### config.mk
export PLATFORM = sky130hd
export DESIGN_NAME = quadratic_probe_hash_table_unit
export DESIGN_NICKNAME = d
export VERILOG_FILES = /design/src/hdl/qph_pkg.sv /design/src/hdl/qph_home_calc.sv /design/src/hdl/qph_value_store.sv /design/src/hdl/qph_probe_seq.sv /design/src/hdl/quadratic_probe_hash_table_unit.sv
export SDC_FILE = /design/constraint.sdc
export NUM_CORES = 1
export LEC_CHECK = 0
export BUFFER_PORTS_ARGS = -buffer_cell sky130_fd_sc_hd__buf_2
export CAP_MARGIN = 20
export CORE_MARGIN = 3
export CORE_UTILIZATION = 45
export DETAILED_ROUTE_END_ITERATION = 12
export GPL_ROUTABILITY_DRIVEN = 0
export PLACE_DENSITY_LB_ADDON = 0.05
export SETUP_SLACK_MARGIN = 0.02
export SYNTH_ARGS = -nofsm -noshare
export SYNTH_HDL_FRONTEND = slang
export SYNTH_SLANG_ARGS = --single-unit
### constraint.sdc
create_clock -name clk -period 9.85 [get_ports clk]
set_input_delay 1.97 -clock clk [delete_from_list [all_inputs] [get_ports clk]]
set_output_delay 1.97 -clock clk [all_outputs]
set_load 0.05 [all_outputs]
### src/hdl/qph_pkg.sv
// Shared types and constants for the quadratic probing hash table.
// Used by every module of the block and by its checker; depends on nothing.
package qph_pkg;

    localparam int unsigned TABLE_SIZE  = 11;
    localparam int unsigned VALUE_W     = 31;
    localparam int unsigned SLOT_W      = $clog2(TABLE_SIZE);
    localparam int unsigned COUNT_W     = $clog2(TABLE_SIZE + 1);
    localparam int unsigned STATUS_W    = 3;
    localparam int unsigned POS_W       = 4;
    localparam int unsigned CNT_OUT_W   = 4;

    // Reciprocal of the table size for the home slot remainder.
    localparam int unsigned RECIP_SHIFT = 34;
    localparam logic [RECIP_SHIFT-1:0] RECIP =
        RECIP_SHIFT'((65'd1 << RECIP_SHIFT) / TABLE_SIZE);

    typedef enum logic [STATUS_W-1:0] {
        ST_INSERTED  = 3'd0,
        ST_FULL      = 3'd1,
        ST_NO_SLOT   = 3'd2,
        ST_FOUND     = 3'd3,
        ST_NOT_FOUND = 3'd4
    } status_t;

    typedef enum logic {
        OP_INSERT = 1'b0,
        OP_SEARCH = 1'b1
    } op_t;

    typedef struct packed {
        status_t              status;
        logic [SLOT_W-1:0]    slot;
        logic [COUNT_W-1:0]   count;
    } result_t;

    typedef struct packed {
        logic                 wr_en;
        logic [SLOT_W-1:0]    wr_addr;
        logic [SLOT_W-1:0]    rd_addr;
    } mem_req_t;

endpackage

### src/hdl/qph_home_calc.sv
// Three-stage remainder unit: home slot = value mod table size.
// Depends on qph_pkg for the table size and the reciprocal constant.
module qph_home_calc (
    input  logic                        clk,
    input  logic                        rst_n,
    input  logic                        start,
    input  logic [qph_pkg::VALUE_W-1:0] value,
    output logic                        done,
    output logic [qph_pkg::SLOT_W-1:0]  home
);

    logic [2:0]                                   stage_vld_reg;
    logic [qph_pkg::VALUE_W-1:0]                  val1_reg;
    logic [qph_pkg::VALUE_W-1:0]                  quot_reg;
    logic [qph_pkg::SLOT_W:0]                     diff_reg;
    logic [qph_pkg::SLOT_W-1:0]                   home_reg;
    logic [qph_pkg::VALUE_W+qph_pkg::RECIP_SHIFT-1:0] product;
    logic [qph_pkg::VALUE_W-1:0]                  quot_times_n;
    logic [qph_pkg::VALUE_W-1:0]                  diff_full;
    logic [qph_pkg::SLOT_W:0]                     home_next;

    // The estimated quotient is low by at most one, so the raw remainder
    // stays below twice the table size and one subtract corrects it.
    assign product      = value * qph_pkg::RECIP;
    assign quot_times_n = quot_reg * qph_pkg::VALUE_W'(qph_pkg::TABLE_SIZE);
    assign diff_full    = val1_reg - quot_times_n;
    assign home_next    = (diff_reg >= (qph_pkg::SLOT_W+1)'(qph_pkg::TABLE_SIZE)) ?
                          diff_reg - (qph_pkg::SLOT_W+1)'(qph_pkg::TABLE_SIZE) : diff_reg;

    always_ff @(posedge clk or negedge rst_n)
    begin
        if (!rst_n)
        begin
            stage_vld_reg <= '0;
        end
        else
        begin
            stage_vld_reg <= {stage_vld_reg[1:0], start};
        end
    end

    always_ff @(posedge clk)
    begin
        val1_reg <= value;
        quot_reg <= product[qph_pkg::RECIP_SHIFT +: qph_pkg::VALUE_W];
        diff_reg <= diff_full[qph_pkg::SLOT_W:0];
        home_reg <= home_next[qph_pkg::SLOT_W-1:0];
    end

    assign done = stage_vld_reg[2];
    assign home = home_reg;

endmodule

### src/hdl/qph_value_store.sv
// Slot value memory: one write port, one read port, registered read data.
// Depends on qph_pkg for the table depth and the value width.
module qph_value_store (
    input  logic                        clk,
    input  qph_pkg::mem_req_t           req,
    input  logic [qph_pkg::VALUE_W-1:0] wr_data,
    output logic [qph_pkg::VALUE_W-1:0] rd_data
);

    logic [qph_pkg::VALUE_W-1:0] mem [qph_pkg::TABLE_SIZE];
    logic [qph_pkg::VALUE_W-1:0] rd_data_reg;

    always_ff @(posedge clk)
    begin
        if (req.wr_en)
        begin
            mem[req.wr_addr] <= wr_data;
        end
        rd_data_reg <= mem[req.rd_addr];
    end

    assign rd_data = rd_data_reg;

endmodule

### src/hdl/qph_probe_seq.sv
// Probe sequencer: walks the quadratic probe path, keeps the valid bits
// and the occupancy count. Depends on qph_pkg.
module qph_probe_seq (
    input  logic                        clk,
    input  logic                        rst_n,
    input  logic                        start,
    input  logic                        start_op,
    input  logic [qph_pkg::VALUE_W-1:0] start_value,
    output logic                        busy,
    output logic                        hash_start,
    input  logic                        hash_done,
    input  logic [qph_pkg::SLOT_W-1:0]  hash_home,
    output qph_pkg::mem_req_t           mem_req,
    output logic [qph_pkg::VALUE_W-1:0] mem_wr_data,
    input  logic [qph_pkg::VALUE_W-1:0] mem_rd_data,
    input  logic                        out_free,
    output logic                        res_load,
    output qph_pkg::result_t            res
);

    localparam int unsigned SW = qph_pkg::SLOT_W;
    localparam int unsigned CW = qph_pkg::COUNT_W;

    typedef enum logic [3:0] {
        S_IDLE   = 4'b0001,
        S_HASH   = 4'b0010,
        S_PROBE  = 4'b0100,
        S_FINISH = 4'b1000
    } state_t;

    state_t                          state_reg, state_next;
    qph_pkg::op_t                    op_reg;
    logic [qph_pkg::VALUE_W-1:0]     value_reg;
    logic [SW-1:0]                   home_reg, home_next;
    logic [SW-1:0]                   offset_reg, offset_next;
    logic [SW-1:0]                   step_reg, step_next;
    logic [CW-1:0]                   iter_reg, iter_next;
    logic [qph_pkg::TABLE_SIZE-1:0]  valid_reg, valid_next;
    logic [CW-1:0]                   count_reg, count_next;
    logic                            cmp_vld_reg, cmp_vld_next;
    logic [SW-1:0]                   cmp_slot_reg, cmp_slot_next;
    qph_pkg::result_t                res_reg, res_next;
    logic                            mem_wr;

    logic [SW:0]                     slot_sum, offset_sum, step_sum;
    logic [SW-1:0]                   slot;
    logic                            slot_used;
    logic                            wrapped;
    logic                            match;

    assign slot_sum   = {1'b0, home_reg} + {1'b0, offset_reg};
    assign slot       = (slot_sum >= (SW+1)'(qph_pkg::TABLE_SIZE)) ?
                        SW'(slot_sum - (SW+1)'(qph_pkg::TABLE_SIZE)) : slot_sum[SW-1:0];
    assign offset_sum = {1'b0, offset_reg} + {1'b0, step_reg};
    assign step_sum   = {1'b0, step_reg} + (SW+1)'(2);
    assign slot_used  = valid_reg[slot];
    assign wrapped    = (iter_reg != '0) && (offset_reg == '0);
    assign match      = cmp_vld_reg && (mem_rd_data == value_reg);

    always_comb
    begin
        state_next    = state_reg;
        home_next     = home_reg;
        offset_next   = offset_reg;
        step_next     = step_reg;
        iter_next     = iter_reg;
        valid_next    = valid_reg;
        count_next    = count_reg;
        cmp_vld_next  = 1'b0;
        cmp_slot_next = cmp_slot_reg;
        res_next      = res_reg;
        mem_wr        = 1'b0;
        res_load      = 1'b0;

        unique case (state_reg)
            S_IDLE:
            begin
                if (start)
                begin
                    state_next = S_HASH;
                end
            end
            S_HASH:
            begin
                if (hash_done)
                begin
                    home_next   = hash_home;
                    offset_next = '0;
                    step_next   = SW'(1);
                    iter_next   = '0;
                    if ((op_reg == qph_pkg::OP_INSERT) &&
                        (count_reg == CW'(qph_pkg::TABLE_SIZE)))
                    begin
                        res_next   = '{qph_pkg::ST_FULL, '0, count_reg};
                        state_next = S_FINISH;
                    end
                    else
                    begin
                        state_next = S_PROBE;
                    end
                end
            end
            S_PROBE:
            begin
                if (op_reg == qph_pkg::OP_INSERT)
                begin
                    priority if (!slot_used)
                    begin
                        valid_next[slot] = 1'b1;
                        mem_wr           = 1'b1;
                        count_next       = count_reg + CW'(1);
                        res_next         = '{qph_pkg::ST_INSERTED, slot, count_reg + CW'(1)};
                        state_next       = S_FINISH;
                    end
                    else if (iter_reg == CW'(qph_pkg::TABLE_SIZE - 1))
                    begin
                        res_next   = '{qph_pkg::ST_NO_SLOT, '0, count_reg};
                        state_next = S_FINISH;
                    end
                    else
                    begin
                        iter_next = iter_reg + CW'(1);
                    end
                end
                else
                begin
                    // The compare of the previous probe wins over the stop
                    // conditions seen at the probe being issued now.
                    priority if (match)
                    begin
                        res_next   = '{qph_pkg::ST_FOUND, cmp_slot_reg, count_reg};
                        state_next = S_FINISH;
                    end
                    else if (wrapped || !slot_used)
                    begin
                        res_next   = '{qph_pkg::ST_NOT_FOUND, '0, count_reg};
                        state_next = S_FINISH;
                    end
                    else
                    begin
                        cmp_vld_next  = 1'b1;
                        cmp_slot_next = slot;
                        iter_next     = iter_reg + CW'(1);
                    end
                end
                offset_next = (offset_sum >= (SW+1)'(qph_pkg::TABLE_SIZE)) ?
                              SW'(offset_sum - (SW+1)'(qph_pkg::TABLE_SIZE)) :
                              offset_sum[SW-1:0];
                step_next   = (step_sum >= (SW+1)'(qph_pkg::TABLE_SIZE)) ?
                              SW'(step_sum - (SW+1)'(qph_pkg::TABLE_SIZE)) :
                              step_sum[SW-1:0];
            end
            S_FINISH:
            begin
                if (out_free)
                begin
                    res_load   = 1'b1;
                    state_next = S_IDLE;
                end
            end
            default:
            begin
                state_next = S_IDLE;
            end
        endcase
    end

    always_ff @(posedge clk or negedge rst_n)
    begin
        if (!rst_n)
        begin
            state_reg   <= S_IDLE;
            valid_reg   <= '0;
            count_reg   <= '0;
            cmp_vld_reg <= 1'b0;
        end
        else
        begin
            state_reg   <= state_next;
            valid_reg   <= valid_next;
            count_reg   <= count_next;
            cmp_vld_reg <= cmp_vld_next;
        end
    end

    always_ff @(posedge clk)
    begin
        if (start && (state_reg == S_IDLE))
        begin
            op_reg    <= qph_pkg::op_t'(start_op);
            value_reg <= start_value;
        end
        home_reg     <= home_next;
        offset_reg   <= offset_next;
        step_reg     <= step_next;
        iter_reg     <= iter_next;
        cmp_slot_reg <= cmp_slot_next;
        res_reg      <= res_next;
    end

    assign busy        = (state_reg != S_IDLE);
    assign hash_start  = start && (state_reg == S_IDLE);
    assign mem_req     = '{mem_wr, slot, slot};
    assign mem_wr_data = value_reg;
    assign res         = res_reg;

endmodule

### src/hdl/quadratic_probe_hash_table_unit.sv
// Top level of the quadratic probing hash table with its result register.
// Depends on qph_pkg, qph_home_calc, qph_value_store and qph_probe_seq.
//
//  Channel   Valid      Stall      Payload
//  request   req_valid  req_stall  operation, value
//  response  rsp_valid  rsp_stall  status, position, stored_count
//
// One item is worked on at a time. The home stages compute the home slot, the probe state
// then reads one slot per probe (a search also compares its last read), and the finish
// state loads the result; the request side reopens in the cycle after the load. Reset
// clears the valid bits, the occupancy count and the handshake state, not the value
// memory. A stalled result holds the output register while the next item is accepted;
// only that item's result waits.
module quadratic_probe_hash_table_unit (
    input  logic                          clk,
    input  logic                          rst_n,
    input  logic                          req_valid,
    output logic                          req_stall,
    input  logic                          operation,
    input  logic [qph_pkg::VALUE_W-1:0]   value,
    output logic                          rsp_valid,
    input  logic                          rsp_stall,
    output logic [qph_pkg::STATUS_W-1:0]  status,
    output logic [qph_pkg::POS_W-1:0]     position,
    output logic [qph_pkg::CNT_OUT_W-1:0] stored_count
);

    logic                          busy;
    logic                          accept;
    logic                          hash_start;
    logic                          hash_done;
    logic [qph_pkg::SLOT_W-1:0]    hash_home;
    qph_pkg::mem_req_t             mem_req;
    logic [qph_pkg::VALUE_W-1:0]   mem_wr_data;
    logic [qph_pkg::VALUE_W-1:0]   mem_rd_data;
    logic                          out_free;
    logic                          res_load;
    qph_pkg::result_t              res;

    logic                          rsp_valid_reg, rsp_valid_next;
    logic [qph_pkg::STATUS_W-1:0]  status_reg;
    logic [qph_pkg::POS_W-1:0]     position_reg;
    logic [qph_pkg::CNT_OUT_W-1:0] count_reg;

    // The request side is open whenever the sequencer is idle; a waiting
    // result does not hold it off.
    assign req_stall = busy;
    assign accept    = req_valid && !busy;

    // The output register can take a new result when empty or being drained.
    assign out_free  = !rsp_valid_reg || !rsp_stall;

    qph_home_calc u_home (
        .clk   (clk),
        .rst_n (rst_n),
        .start (hash_start),
        .value (value),
        .done  (hash_done),
        .home  (hash_home)
    );

    // Writes (inserts) and reads (searches) of the value memory never
    // belong to overlapping items: each item passes the home stages before
    // it probes, so no forwarding path is needed.
    qph_value_store u_store (
        .clk     (clk),
        .req     (mem_req),
        .wr_data (mem_wr_data),
        .rd_data (mem_rd_data)
    );

    qph_probe_seq u_seq (
        .clk         (clk),
        .rst_n       (rst_n),
        .start       (accept),
        .start_op    (operation),
        .start_value (value),
        .busy        (busy),
        .hash_start  (hash_start),
        .hash_done   (hash_done),
        .hash_home   (hash_home),
        .mem_req     (mem_req),
        .mem_wr_data (mem_wr_data),
        .mem_rd_data (mem_rd_data),
        .out_free    (out_free),
        .res_load    (res_load),
        .res         (res)
    );

    always_comb
    begin
        rsp_valid_next = rsp_valid_reg;
        priority if (res_load)
        begin
            rsp_valid_next = 1'b1;
        end
        else if (!rsp_stall)
        begin
            rsp_valid_next = 1'b0;
        end
    end

    always_ff @(posedge clk or negedge rst_n)
    begin
        if (!rst_n)
        begin
            rsp_valid_reg <= 1'b0;
        end
        else
        begin
            rsp_valid_reg <= rsp_valid_next;
        end
    end

    always_ff @(posedge clk)
    begin
        if (res_load)
        begin
            status_reg   <= res.status;
            position_reg <= qph_pkg::POS_W'(res.slot);
            count_reg    <= qph_pkg::CNT_OUT_W'(res.count);
        end
    end

    assign rsp_valid    = rsp_valid_reg;
    assign status       = status_reg;
    assign position     = position_reg;
    assign stored_count = count_reg;

endmodule

==> flow_summary.toml, run 1 <==
[run_status]
outcome = "completed"

[sta]
finalSetupViolCount = 0
fin_crit_sh_pct = 79.2
slew_headroom_pct = 28.8
hold_violations = 0
fin_skew_ps = 23.2
finalSetupTns_ps = 0
max_freq_mhz = 128
tightest_slew_ps = 1070
whs_ps = 341
fin_crit_ps = 7800
slew_viol_final = 0
rsz0062_at_grt = "false"

[synth]
synthesis.nets = 2960
ys_async_sr_fraction_pct = 4.91
synth_common_cells = "edfxtp_1 (415), inv_1 (370), ha_1 (298)"
ys_ff_latch = 489
syn-cell-area_mm2 = 0.0309
syn_avg_cell_area_um2 = 13.0
synth_area_leaders = "edfxtp_1 (40%), fa_1 (17%), ha_1 (12%)"
synth_edf_count = 415
yosys.area.top_type = "edfxtp_1"
syn_inst = 2369
yosys.cell_count.top_type = "edfxtp_1"
ys_warn_count = 0
synth_top_area_share_pct = 40.3
ys_seq_area_share_pct = 45.5
ys_types = 71
ys.flop_type = "edfxtp_1"

[detailed_routing]
drt_wl_total_um = 78300
drcViolationCount = 0
firstDrtPassIters = 7
vias = 18300
viasPerCell = 5.46
drtAntennaViolNets = 0
drt_iter0_drc = 1159
wl_per_cell_um = 23.4

[floorplan]
ios = 49
die_w_um = 268
start_util_pct = 45.7
num_rows = 95
die-height_um = 268
core_mm2 = 0.0676
dieArea_mm2 = 0.0718

[critical_path]
critical_path_class = "in2reg"
worstPathMaxFanout = 12
cp-start-kind = "primary input"
crit_arrival_ps = 8280
end_kind = "flop"
reg2reg_depth = 12
cp.required_ps = 10320

[cells_and_area]
nets = 3019
final_util_pct = 50.2
drive_gt1_share_pct = 8.90
multi_input_area_mm2 = 0.0153
final-seq-area_mm2 = 0.0141
syn_to_final_growth_pct = 9.85
largest_register_ffs = 341
num-fill-cells = 5861

[cts]
cts_post_setup_buffers_inserted = 0
hold_buffers = 0
cts_repair_resize_count = 0
clock_sinks = 489
clk_pin_slew_worst_paths_ps = 70
clockBufferDepth = 3
h-tree-depth = 2
tritoncts = "yes"
cts-root-buf = "clkbuf_16"
clk-insertion-delay-late_ps = 610
cts_buffers = 53

[run]
maxCapViolCount = 0

[grt]
grt_first_pass_wirelength_um = 120000
grt_max_degree = 86
antenna_found_initial = 0
grt_pass1_vias = 19400
grt_util_all_layers_pct = 22.5
grt_overflow_total = 0

[worst_hold_path]
min_path_type = "reg2reg"
holdPathStages = 0

[placement]
io_buffers = 48
dp_hpwl_um = 54400
==> through the flow <==
step	setup slack, ps	cell area, um2	cells
2_1_floorplan	2080	30900	2369
3_3_place_gp	1500	32300	3245
3_5_place_dp	1420	32300	3245
4_1_cts	2060	33900	3344
5_1_grt	1830	33900	3345
6_report	2050	33900	3346
==> area by class of cell <==
type,instances,area share [%]
Timing Repair Buffer,72,1.24
Multi-Input combinational cell,1439,45.0
Clock inverter,28,0.697
Sequential cell,489,41.4
Clock buffer,71,4.23
Inverter,373,4.13
Antenna cell,1,0.00737
Tap cell,873,3.22
==> placed cells by master (no fill, tap or decap), drive strengths merged, types with 5 or more instances in the layout <==
cell type  instances
xor2              16
o2111ai            8
nand4             20
o22ai             11
o311ai            31
buf               72
inv              375
mux2               7
and3              27
nand3             36
a211oi             5
ha               298
nor4               8
dfxtp             50
clkbuf            71
nand2b            17
edfxtp           415
o21bai            16
a32oi             24
and2               6
a221o             11
clkinv            19
clkinvlp           5
nor3              11
nand2            171
dfrtp             23
fa               257
nor2              97
a22oi              7
o21ai             24
a21oi             35
mux2i            122
a31oi             11
mux4              24
xnor2             81
a21o              17
==> worst max-delay path, stage by stage <==
cell and delay [ps]:
buf_2 310, ha_1 310, fa_1 490, fa_1 520
inv_1 50, fa_1 500, inv_1 50, fa_1 530
fa_1 440, fa_1 490, ha_1 340, ha_1 320
and3_1 230, a221o_1 350, a21o_1 180, a21o_1 210
or4b_2 600, nand2_1 110, o21ai_0 120, xnor2_1 130
==> layer usage <==
layer | up-vias | GRT usage [%] | part of all wire, %
met2 | 409 | 38.6 | 50
met1 | 9415 | 31.0 | 44
met5 | - | 0 | 0
li1 | 8371 | - | -
met3 | 82 | 2.45 | 4.1
met4 | 0 | 5.06 | 2.0
==> final timing paths <==
kind	from	to	slack (ps)
min	u_home.stage_vld_reg[1]	u_home.stage_vld_reg[2]	340
min in group asynchronous	rst_n	u_seq.state_reg[1]	1380
min reg2reg	u_home.stage_vld_reg[1]	u_home.stage_vld_reg[2]	340
max reg2reg	u_seq.offset_reg[0]	u_store.rd_data[20]	3410
max	value[18]	u_home.quot_reg[4]	2050
max in group asynchronous	rst_n	u_seq.valid_reg[7]	8070
==> cell families (layout without fill, tap and decap cells) <==
family          count (synthesis)  count (layout)  synth area share, %
buf+inv                       441             544                 5.45
xor+xnor                       97              97                 2.80
other cells                     0               1                    0
mux                           153             153                 6.03
simple gates                  412             412                 6.14
fa+ha+maj                     555             555                 28.7
flops                         489             489                 45.5
compound gates                222             222                 5.33
Power of run 1 is left out: the tool's default activity adds up to more than one toggle a clock period on the data nets, which glitch-free logic cannot reach.
==> run 2: changes to the inputs <==
--- a/config.mk
+++ b/config.mk
@@ -5,6 +5,7 @@
 export SDC_FILE = /design/constraint.sdc
 export NUM_CORES = 1
 export LEC_CHECK = 0
+export ABC_AREA = 1
 export BUFFER_PORTS_ARGS = -buffer_cell sky130_fd_sc_hd__buf_2
 export CAP_MARGIN = 20
 export CORE_MARGIN = 3
==> constraint.sdc (replaced) <==
create_clock -name clk -period 7.3 [get_ports clk]
set_input_delay 1.46 -clock clk [delete_from_list [all_inputs] [get_ports clk]]
set_output_delay 1.46 -clock clk [all_outputs]
set_load 0.05 [all_outputs]
==> flow_summary.toml, run 2 <==
[run_status]
outcome = "completed"

[sta]
slew_viol_final = 0
setup_slack_ps = 705
finalSetupViolCount = 0
whs_ps = 347
fin_crit_ps = 6590
fin_skew_ps = 50.4
rsz0062_at_grt = "false"
max_freq_mhz = 152
finalSetupTns_ps = 0
tightest_slew_ps = 1020
fin_crit_sh_pct = 90.3
slew_headroom_pct = 32.0
hold_violations = 0

[cts]
clk_pin_slew_worst_paths_ps = 50
cts-root-buf = "clkbuf_16"
cts_repair_resize_count = 0
cts_buffers = 52
clock_sinks = 489
tritoncts = "yes"
h-tree-depth = 2
hold_buffers = 0
clk-insertion-delay-late_ps = 610
cts_post_setup_buffers_inserted = 0
clockBufferDepth = 3

[worst_hold_path]
holdPathStages = 0
hp-start = "u_home.stage_vld_reg[0]"
min_path_type = "reg2reg"

[cells_and_area]
final_common_cell = "nand2_1"
largest_register_ffs = 341
syn_to_final_growth_pct = 11.9
n_antenna_cell = 0
nets = 3279
drive_gt1_share_pct = 9.74
layout_common_cells = "nand2_1 (465), inv_1 (461), edfxtp_1 (415), ha_1 (298), fa_1 (257)"

[critical_path]
r2r_start = "u_seq.offset_reg[0]"
cp_slowest_stage_delay_ps = 550
crit_buf_inv = 5
ff2ff_setup_slack_ps = 2020
cp-start-kind = "primary input"
cp.required_ps = 7790
worstPathMaxFanout = 8
critPathTopFamily = "adder cells"
reg2reg_depth = 19
cp_slowest_cell = "fa_1"
crit_top_cell = "fa_1"
crit_cells = 19
cp-startpoint = "value[5]"
crit_arrival_ps = 7090
worstPathCellList = "buf_2 -> ha_1 -> inv_1 -> fa_1 -> fa_1 -> fa_1 -> inv_1 -> fa_1 -> fa_1 -> inv_1 -> fa_1 -> inv_1 -> ha_1 -> ha_1 -> nand2_1 -> nor3_1 -> nand4_1 -> o211ai_1 -> xor2_1"
end_kind = "flop"
critical_path_class = "in2reg"

[detailed_routing]
vias = 18800
firstDrtPassIters = 7
drt_iter0_drc = 1305
drtAntennaViolNets = 0
wl_per_cell_um = 21.7
drt_wl_total_um = 77900
viasPerCell = 5.23
drcViolationCount = 0

[synth]
synth_top_area_share_pct = 41.6
ys_types = 54
synth_top_family_by_area = "adder cells"
synth_common_cells = "nand2_1 (466), inv_1 (461), edfxtp_1 (415)"
syn_inst = 2552
synth_compound_area_share_pct = 4.87
synthesis.nets = 3143
ys_ff_latch = 489
syn-cell-area_mm2 = 0.0300
synth_edf_count = 415
synth_mux_area_share_pct = 0.0375
ys_async_sr_fraction_pct = 4.91
synth_area_leaders = "edfxtp_1 (42%), fa_1 (17%), ha_1 (12%)"
yosys.cell_count.top_type = "nand2_1"
syn_avg_cell_area_um2 = 11.8
ys.flop_type = "edfxtp_1"
ys_warn_count = 0
yosys.area.top_type = "edfxtp_1"
yosys.area_share.simple_pct = 10.1
ys_seq_area_share_pct = 46.9
synth_fa_ha_area_share_pct = 29.6
yosys.area_share.xor_xnor_pct = 1.87

[floorplan]
core_mm2 = 0.0659
start_util_pct = 45.5
dieArea_mm2 = 0.0698
ios = 49
die_w_um = 264
die-height_um = 264
num_rows = 94

[run]
maxCapViolCount = 0

[grt]
grt_first_pass_wirelength_um = 120000
antenna_found_initial = 1
grt_overflow_total = 0
grt_max_degree = 66
grt_pass1_vias = 19700
grt_util_all_layers_pct = 22.8

[placement]
dp_slack_ps = 175
io_buffers = 48
dp_hpwl_um = 56000
-- run 2: cell types whose count changed after synthesis, moves of 29 or more --
cell,before,now
nand2_1,171,466
nand3_1,34,86
o311ai_0,29,0
a22oi_1,7,101
inv_1,370,461
mux2i_1,121,0
xnor2_1,79,37
clkbuf_1,48,19
-- run 2: area by class of cell --
| cell class | instances | area [um2] |
|---|---|---|
| clock inverter | 39 | 372 |
| clock buffer | 59 | 1370 |
| sequential | 489 | 14100 |
| multi-input combinational | 1548 | 14100 |
| timing repair buffer | 132 | 883 |
| tap | 864 | 1080 |
| fill | 5867 | 32300 |
| inverter | 465 | 1750 |
-- run 2: cells by family (layout without fill, tap and decap cells) --
| logic type | Yosys count | count (layout) |
|---|---|---|
| AOI/OAI and AO/OA | 218 | 218 |
| xor gates and xnor gates | 62 | 62 |
| adders and majority gates | 555 | 555 |
| buffers and inverters | 515 | 695 |
| DFF | 489 | 489 |
| muxes | 1 | 1 |
| and+or+nand+nor | 712 | 712 |
-- run 2: metrics by stage --
step                      area (um2)  util, %  std cells
final                          33600     51.0       3596
after global routing           33600     51.0       3596
after CTS                      33600     51.0       3596
after detailed placement       31800     48.3       3498
after global placement         31800     48.3       3498
after floorplan                30000        -       2552
-- run 2: final timing paths --
kind,to
setup reg to reg,u_store.mem[6][1]
hold reg to reg,u_home.stage_vld_reg[1]
min in group asynchronous,rsp_valid
hold / removal,u_home.stage_vld_reg[1]
setup / recovery,u_home.quot_reg[2]
max in group asynchronous,u_home.stage_vld_reg[0]
-- run 2: layer usage --
layer | vias to the layer above | global-route usage [%] | part of all wire [%]
met4 | 0 | 5.42 | 2.3
met5 | - | 0 | 0
met1 | 9435 | 31.7 | 44
met2 | 489 | 38.1 | 48
li1 | 8771 | - | -
met3 | 103 | 3.37 | 5.7
Power of run 2 is left out for the same reason.
==> run 3: changes to the inputs <==
--- a/config.mk
+++ b/config.mk
@@ -8,12 +8,16 @@
 export ABC_AREA = 1
 export BUFFER_PORTS_ARGS = -buffer_cell sky130_fd_sc_hd__buf_2
 export CAP_MARGIN = 20
+export CELL_PAD_IN_SITES_DETAIL_PLACEMENT = 0
+export CELL_PAD_IN_SITES_GLOBAL_PLACEMENT = 1
 export CORE_MARGIN = 3
 export CORE_UTILIZATION = 45
 export DETAILED_ROUTE_END_ITERATION = 12
 export GPL_ROUTABILITY_DRIVEN = 0
 export PLACE_DENSITY_LB_ADDON = 0.05
 export SETUP_SLACK_MARGIN = 0.02
+export SKIP_LAST_GASP = 1
 export SYNTH_ARGS = -nofsm -noshare
 export SYNTH_HDL_FRONTEND = slang
+export SYNTH_HIERARCHICAL = 1
 export SYNTH_SLANG_ARGS = --single-unit
==> flow_summary.toml, run 3 <==
[run_status]
outcome = "completed"

[worst_hold_path]
holdPathStages = 0
hp-start = "u_home/stage_vld_reg[1]"
min_path_type = "reg2reg"

[cells_and_area]
nets = 3809
drive_gt1_share_pct = 8.82
syn_to_final_growth_pct = 10.7
largest_register_ffs = 341
final_common_cell = "inv_1"
layout_common_cells = "inv_1 (689), nand2_1 (639), edfxtp_1 (415), ha_1 (298), nand3_1 (283)"

[cts]
clockBufferDepth = 3
clk_pin_slew_worst_paths_ps = 60
clk-insertion-delay-late_ps = 610
cts_repair_resize_count = 0
h-tree-depth = 2
cts_post_setup_buffers_inserted = 0
cts_buffers = 54
tritoncts = "yes"
hold_buffers = 0
clock_sinks = 489
cts-root-buf = "clkbuf_16"

[detailed_routing]
firstDrtPassIters = 5
wl_per_cell_um = 20.1
viasPerCell = 5.03
drcViolationCount = 0
drtAntennaViolNets = 0
vias = 21100
drt_iter0_drc = 1219
drt_wl_total_um = 84600

[placement]
dp_hpwl_um = 61100
io_buffers = 48
dp_slack_ps = 33.7

[synth]
synth_common_cells = "inv_1 (690), nand2_1 (640), edfxtp_1 (415)"
ys_types = 50
ys_async_sr_fraction_pct = 4.91
synth_top_area_share_pct = 38.6
yosys.cell_count.top_type = "inv_1"
syn-cell-area_mm2 = 0.0323
synthesis.nets = 3716
synth_area_leaders = "edfxtp_1 (39%), fa_1 (16%), ha_1 (12%)"
syn_avg_cell_area_um2 = 10.3
ys_warn_count = 6
yosys.area.top_type = "edfxtp_1"
ys.flop_type = "edfxtp_1"
syn_inst = 3125
ys_seq_area_share_pct = 43.6
ys_ff_latch = 489
synth_edf_count = 415

[critical_path]
cp_slowest_cell = "fa_1"
cp-start-kind = "primary input"
crit_arrival_ps = 7150
worstPathMaxFanout = 8
critical_path_class = "in2reg"
ff2ff_setup_slack_ps = 2100
cp-endpoint = "u_home/quot_reg[0]"
r2r_start = "u_seq/offset_reg[0]"
crit_top_cell = "fa_1"
cp_slowest_stage_delay_ps = 510
reg2reg_depth = 20
worstPathCellList = "buf_2 -> ha_1 -> fa_1 -> fa_1 -> inv_1 -> fa_1 -> inv_1 -> fa_1 -> inv_1 -> fa_1 -> inv_1 -> fa_1 -> ha_1 -> ha_1 -> a21oi_1 -> o21ai_0 -> a21oi_1 -> or2_1 -> nand2_1 -> nand2_1 -> nand2_1"
cp-startpoint = "value[11]"
end_kind = "flop"
cp.required_ps = 7740
reg2reg_to = "u_store/mem[7][6]"

[grt]
grt_overflow_total = 0
antenna_found_initial = 3
grt_util_all_layers_pct = 23.2
grt_max_degree = 125
grt_pass1_vias = 21800
grt_first_pass_wirelength_um = 130000

[sta]
setup_slack_ps = 588
slew_viol_final = 0
finalSetupViolCount = 0
fin_skew_ps = 29.9
max_freq_mhz = 149
slew_headroom_pct = 25.3
hold_violations = 0
rsz0062_at_grt = "false"
fin_crit_sh_pct = 91.9
fin_crit_ps = 6710
finalSetupTns_ps = 0
tightest_slew_ps = 1120

[floorplan]
start_util_pct = 45.8
die_w_um = 274
num_rows = 97
ios = 49
core_mm2 = 0.0705
dieArea_mm2 = 0.0750
die-height_um = 274

[run]
maxCapViolCount = 0
-- run 3: changes by cell type after synthesis, moves of 22 or more --
cell	change
a22oi_1	-101
buf_4	+24
inv_1	+229
nand2_1	+174
nand3_1	+197
nor2_1	+22
o211ai_1	+31
-- run 3: critical path, delay by kind of cell --
family	cells	cell delay [ps]
buffers and inverters	5	510
and+or+nand+nor	4	440
adders and majority gates	9	3910
AOI/OAI and AO/OA	3	830
-- run 3: area by class of cell --
type / instances / area [um2]
clock buffer: 70 / 1500
tap: 940 / 1180
multi-input combinational: 1862 / 15200
timing repair buffer: 112 / 796
antenna: 1 / 2.50
fill: 6386 / 34800
sequential: 489 / 14100
clock inverter: 32 / 379
inverter: 699 / 2630
-- run 3: kinds of logic (layout without fill, tap and decap cells) --
kind of cell / count (synthesis) / in the layout / share of synthesized area, %
AND/OR/NAND/NOR: 1115 / 1115 / 15.1
buffers and inverters: 774 / 913 / 9.67
adder cells (fa/ha/maj): 555 / 555 / 27.5
flip-flops: 489 / 489 / 43.6
AO/OA/AOI/OAI: 150 / 150 / 3.02
XOR/XNOR: 41 / 41 / 1.11
multiplexers: 1 / 1 / 0.0349
other: 0 / 1 / 0
-- run 3: how the worst min path moves through the flow --
stage and endpoint:
6_report u_home/stage_vld_reg[2], 5_1_grt u_home/stage_vld_reg[2], 4_1_cts u_home/stage_vld_reg[2], 3_5_place_dp u_home/stage_vld_reg[2], 3_3_place_gp u_home/stage_vld_reg[2], 2_1_floorplan u_home/stage_vld_reg[1]
-- run 3: stage by stage --
stage | util (%) | instance area, um2 | hold slack [ps] | std cells
after floorplan | - | 32300 | 331 | 3125
after global placement | 48.0 | 33800 | 336 | 4102
after detailed placement | 48.0 | 33800 | 347 | 4102
after CTS | 50.7 | 35700 | 361 | 4204
after global routing | 50.7 | 35700 | 360 | 4205
final | 50.7 | 35700 | 352 | 4205
-- run 3: per-layer routing --
metal | up-vias | routed length, um | global-route usage (%)
met1 | 10500 | 36300 | 29.9
met4 | 0 | 2250 | 6.33
met5 | - | 0 | 0
met2 | 370 | 43400 | 41.4
met3 | 107 | 2640 | 2.32
li1 | 10200 | - | -
Power of run 3 is left out for the same reason.
